[config.mk]
export PLATFORM = sky130hd
export DESIGN_NAME = sts_ctrl
export DESIGN_NICKNAME = d
export VERILOG_FILES = /design/src/rtl/core/sts_pkg.sv /design/src/rtl/core/sts_ctrl.sv
export SDC_FILE = /design/constraint.sdc
export NUM_CORES = 1
export LEC_CHECK = 0
export CAP_MARGIN = 0
export CORE_AREA = 4 4 41 43
export CTS_CLUSTER_DIAMETER = 80
export DETAILED_ROUTE_END_ITERATION = 10
export DIE_AREA = 0 0 45 47
export DONT_BUFFER_PORTS = 1
export PLACE_DENSITY = 0.39
export SKIP_LAST_GASP = 1
export SLEW_MARGIN = 20
export SYNTH_ARGS = -nofsm -noshare
export SYNTH_HDL_FRONTEND = slang
export SYNTH_SLANG_ARGS = --single-unit
[constraint.sdc]
create_clock -name clock -period 1.2 [get_ports clock]
set_input_delay 0.06 -clock clock [delete_from_list [all_inputs] [get_ports clock]]
set_output_delay 0.06 -clock clock [all_outputs]
set_load 0.03 [all_outputs]
[src/rtl/core/sts_pkg.sv]
// ----------------------------------------------------------------------------
// sts_pkg: shared types and constants for the sorted table search
// Field widths, opcodes, controller states and controller/datapath bundles.
// ----------------------------------------------------------------------------
package sts_pkg;

   // Fixed payload widths
   localparam int VALUE_W = 64;
   localparam int INDEX_W = 10;
   localparam int COUNT_W = 11;

   // Request opcodes
   localparam logic OP_WRITE  = 1'b0;
   localparam logic OP_SEARCH = 1'b1;

   // Controller states, one-hot
   typedef enum logic [3:0] {
      ST_IDLE    = 4'b0001,
      ST_PROBE   = 4'b0010,
      ST_COMPARE = 4'b0100,
      ST_FINISH  = 4'b1000
   } state_type;

   // Commands from controller to datapath
   typedef struct packed {
      logic write;     // store request value into the table
      logic start;     // load bounds and target for a search
      logic read;      // issue table read at the midpoint
      logic advance;   // narrow bounds or record a hit
      logic deliver;   // load the result register
   } cmd_type;

   // Status from datapath to controller
   typedef struct packed {
      logic empty;     // low bound has reached high bound
      logic hit;       // probed entry equals target
      logic rsp_free;  // result register can take a new result
   } status_type;

endpackage

[src/rtl/core/sts_ctrl.sv]
// ----------------------------------------------------------------------------
// sts_ctrl: search sequencer
// Accepts requests, steps the probe loop and hands results to the datapath.
// ----------------------------------------------------------------------------
module sts_ctrl (
   input  logic                clock,
   input  logic                reset,
   input  logic                req_valid,
   input  logic                req_opcode,
   output logic                req_ready,
   input  sts_pkg::status_type status,
   output sts_pkg::cmd_type    cmd
);
   import sts_pkg::*;

   state_type state_ff;
   state_type state_in;
   logic      accept;

   assign req_ready = (state_ff == ST_IDLE);
   assign accept    = req_valid && req_ready;

   // Next state and commands
   always_comb begin
      state_in = state_ff;
      cmd      = '0;
      case (state_ff)
         ST_IDLE: begin
            if (accept && req_opcode == OP_WRITE) begin
               cmd.write = 1'b1;
            end
            if (accept && req_opcode == OP_SEARCH) begin
               cmd.start = 1'b1;
               state_in  = ST_PROBE;
            end
         end
         ST_PROBE: begin
            if (status.empty) begin
               state_in = ST_FINISH;
            end else begin
               cmd.read = 1'b1;
               state_in = ST_COMPARE;
            end
         end
         ST_COMPARE: begin
            cmd.advance = 1'b1;
            state_in    = status.hit ? ST_FINISH : ST_PROBE;
         end
         ST_FINISH: begin
            if (status.rsp_free) begin
               cmd.deliver = 1'b1;
               state_in    = ST_IDLE;
            end
         end
         default: begin
            state_in = ST_IDLE;
         end
      endcase
   end

   // State register
   always_ff @(posedge clock) begin
      if (reset) begin
         state_ff <= ST_IDLE;
      end else begin
         state_ff <= state_in;
      end
   end

endmodule

**Word level (Yosys, flattened, before mapping)**

Index checks and enable logic that the tools add are counted.

- Register bits after elaboration: 4
- Bits of input ports: 7
- Output and inout port bits: 6
- Logic and storage cells: 25

- Equal/unequal tests: 6
- Multiplexer cells: 13
- Bitwise logic cells: 1
- Reduce and logical (&&, ||, !) cells: 4

Operator list:

| kind | number |
|---|---|
| $mux W4 | 4 |
| $pmux W4 S4 | 1 |
| $mux W1 | 7 |
| $eq A4 B1 Y1 const B | 1 |
| $eq A4 B2 Y1 const B | 1 |
| $eq A4 B3 Y1 const B | 1 |
| $eq A4 B4 Y1 const B | 1 |
| $logic_and A1 B1 Y1 | 3 |
| $mux W2 | 1 |
| $ne A2 B1 Y1 const B | 1 |
| $ne A2 B2 Y1 const B | 1 |
| $reduce_and A2 Y1 | 1 |
| $not A1 Y1 | 1 |

**Depth between registers and ports, before layout**

- Depth after elaboration: 5
- Mapped depth: 5
- Depth with buffers taken out: 5

**Worst setup path after synthesis**

No wires, ideal clock.

- Path type: reg-to-reg
- Start: register state_ff[2]
- End: register state_ff[2]
- Setup time: 0.069 ns
- Arrival time: 1.663 ns
- Required time: 1.131 ns
- Path slack: -0.532 ns
- Cell stages (with the launch flop): 4
- Buffers on the path: 1
- Period minus slack after synthesis: 1.732 ns
- Path through: dfxtp_1 buf_6 nor4_1 nor2b_1

- Longest elaborated chain between the ends: 5
- Elaborated cells on any way between the ends: 10

Ends and longest elaborated chain:

| what | RTL line | source |
|---|---|---|
| start, declared | sts_ctrl.sv:16 | `state_type state_ff;` |
| start signal, assigned | sts_ctrl.sv:66 | `state_ff <= state_in;` |
| $eq A4 B1 Y1 | sts_ctrl.sv:20, sts_ctrl.sv:27 |  |
| $logic_and A1 B1 Y1 | sts_ctrl.sv:21 | `assign accept = req_valid && req_ready;` |
| $logic_and A1 B1 Y1 | sts_ctrl.sv:32 | `if (accept && req_opcode == OP_SEARCH) begin` |
| $ne A2 B1 Y1 (no source line) | - |  |
| $reduce_and A2 Y1 (no source line) | - |  |

Several ways; a longest one is shown, not always the timed one.
A chain may end at the register's enable or synchronous reset.

==> run metrics <==
Fin Clk Skew=approximately 3.1 ps; Largest regs=state_ff (4); worst-case clock buffer depth=2; Arrival @ worst endpoint=1210 ps; Vias/cell=roughly 5; n_diodes=0; Seq/Total Area, Yosys=28.8%; net switching power=between 200 and 250 uW; final global-route overflow total=0; root buf cell=clkbuf_4; Layout Nets=65; final WL=around 990 um; CP Max Fanout=4; Hold Path Class=in2reg; count of final setup violators=5; crit start category=register; max reg flops=4; Die Y=~47 um; post-layout min period=between 1000 and 1500 ps; post-synth top area share=slightly below 30%; GP Congestion=between 0.8 and 0.9; Mapped Area=278 sq um; maximum number of pins on one net before global-route repair=7; clock slew at reported path FFs=around 30 ps; CP Capture Type=primary output; RSZ-0062 raised after global routing=yes; CTS tree=yes; Via Count=between 300 and 400; Fmax=0.788 GHz; initial antenna violation count=0; pre-CTS setup slack=-1.29 ps; Yosys reg bits=4; commonest cells in the netlist=dfxtp_1, nor2_1; Avg Cell Area, Syn=a little under 8 sq um; # DRC=0; vias in the first global route=360; Reg with most FFs=state_ff; cell row count=13; final worst setup slack=-69.2 ps; violated checks=setup timing; Power, Total=652 uW; first-pass GRT wire length=about 1.6 mm; die footprint=0.00212 sq mm; unique cell type count in the Yosys netlist=19; MaxCap Viol Count=0; Pleak=about 0.22 nW; 1st-pass router iterations=3; Sw Ratio=between 30% and 40%; final hold violation count=0; Cell Pwr Density=between 1000 and 1500 mW/mm^2; top post-synthesis cells by area=dfxtp_1, buf_6, nand3b_1, nor4_1, a21oi_1; initial drt markers=2; ys flop type=dfxtp_1; die width=roughly 45 um; Post-synth EDFFs=0; maximum vdd drop=between 0.4 and 0.5 mV; syn nets=43; # clock sinks=4; worst skew pair latency=about 230 ps; Comb power frac=46.6%; Pins Over Slew Limit=0; Worst-Margin Slew=~260 ps; Total GRT Usage=between 10 and 15%; Worst slew margin=82.7%; # IOs=13; synth warn=0; Mapped Cells=36; largest area contributor in the netlist=dfxtp_1; Seq pwr share=28.6%; area of placed instances=around 400 sq um; status=finished with violations; asr flop ratio synth=0%; CP required=~1100 ps; wire per inst=14.0 um; area grow syn2layout=95.0%; filler cell count=146; Antenna Nets Post-Route=0; Clock Power Share=about a quarter; IO Port Bufs=0; Critical Setup Path Class=reg2out; Cell Int Power=about 420 uW; fin area=around 540 sq um; Num CTS Buffers=3; core area=approximately 0.0013 sq mm; layout cells sized above 1=60.7%; H-tree depth=1; effective utilization at floorplan=21.3%; Tcrit/Tclk final=106%
==> final timing paths <==
kind,slack (ps),endpoint,cells past startpoint,start
setup / recovery,-70,cmd[2],4,state_ff[1]
hold / removal,110,state_ff[1],4,status[1]
setup reg to reg,-20,state_ff[2],6,state_ff[1]
hold reg to reg,580,state_ff[1],2,state_ff[3]
==> routing by layer <==
layer / wire length [um] / GRT usage (%)
met5: 0 / 0
met4: 24 / 7.02
met3: 77 / 6.13
met2: 566 / 19.8
met1: 324 / 10.6
==> power by group through the flow <==
stage / clock network, mW / logic (mW) / registers (mW)
2_1_floorplan: 0 / 0.162 / 0.165
3_3_place_gp: 0 / 0.240 / 0.170
3_5_place_dp: 0 / 0.239 / 0.171
4_1_cts: 0.170 / 0.270 / 0.178
5_1_grt: 0.196 / 0.327 / 0.191
6_report: 0.161 / 0.304 / 0.187
==> placed cells by master (no fill, tap or decap), drive strengths merged <==
cell type    synthesis  routed
a211oi               1       1
and3                 1       1
dfxtp                4       4
nor3                 1       1
nor3b                2       2
nor2                 4       4
a21oi                3       3
o21ai                1       1
inv                  2       2
a311oi               1       1
nand2b               1       1
nor4                 3       3
o31a                 1       1
nor2b                1       1
dlygate4sd3          0       1
buf                  2      18
o21a                 1       1
clkbuf               0       3
nand3b               3       3
or3b                 1       1
nand2                3       3
==> critical path: stages (launching register included) <==
cell,delay (ps)
dfxtp_2,370
buf_6,120
nand2b_4,60
nor4_4,260
buf_6,180
==> metrics by stage <==
stage	util, %	std cells	hold slack (ps)	setup TNS, ps
final	41.6	71	112	-162
after global routing	41.6	71	105	-747
after CTS	37.7	71	106	-162
after detailed placement	30.5	63	135	-1.29
after global placement	30.5	63	133	0
after floorplan	-	36	132	-167
==> cell type report <==
class / instances / area [sq um] / share of cell area, %
well taps: 15 / 18.8 / 3.46
clock buffers: 3 / 22.5 / 4.16
flip-flops and latches: 4 / 90.1 / 16.6
inverters: 2 / 7.51 / 1.39
multi-input cells: 28 / 239 / 44.1
repair buffers: 19 / 164 / 30.3
==> cells by family after synthesis <==
| logic type | share of synthesized area [%] |
|---|---|
| simple gates | 41.4 |
| buf+inv | 10.8 |
| flops | 28.8 |
| compound gates | 18.9 |
==> timing repair <==
item                                   in CTS  in global routing
resized for setup                           9                 11
endpoints found under the hold margin       3                  0
setup buffers                               4                  0
hold buffers                                1                  0
setup endpoints to repair                   7                  9
pin swaps                                   3                  4
gates cloned                                0                  0
(Power assumes the default switching activity.)
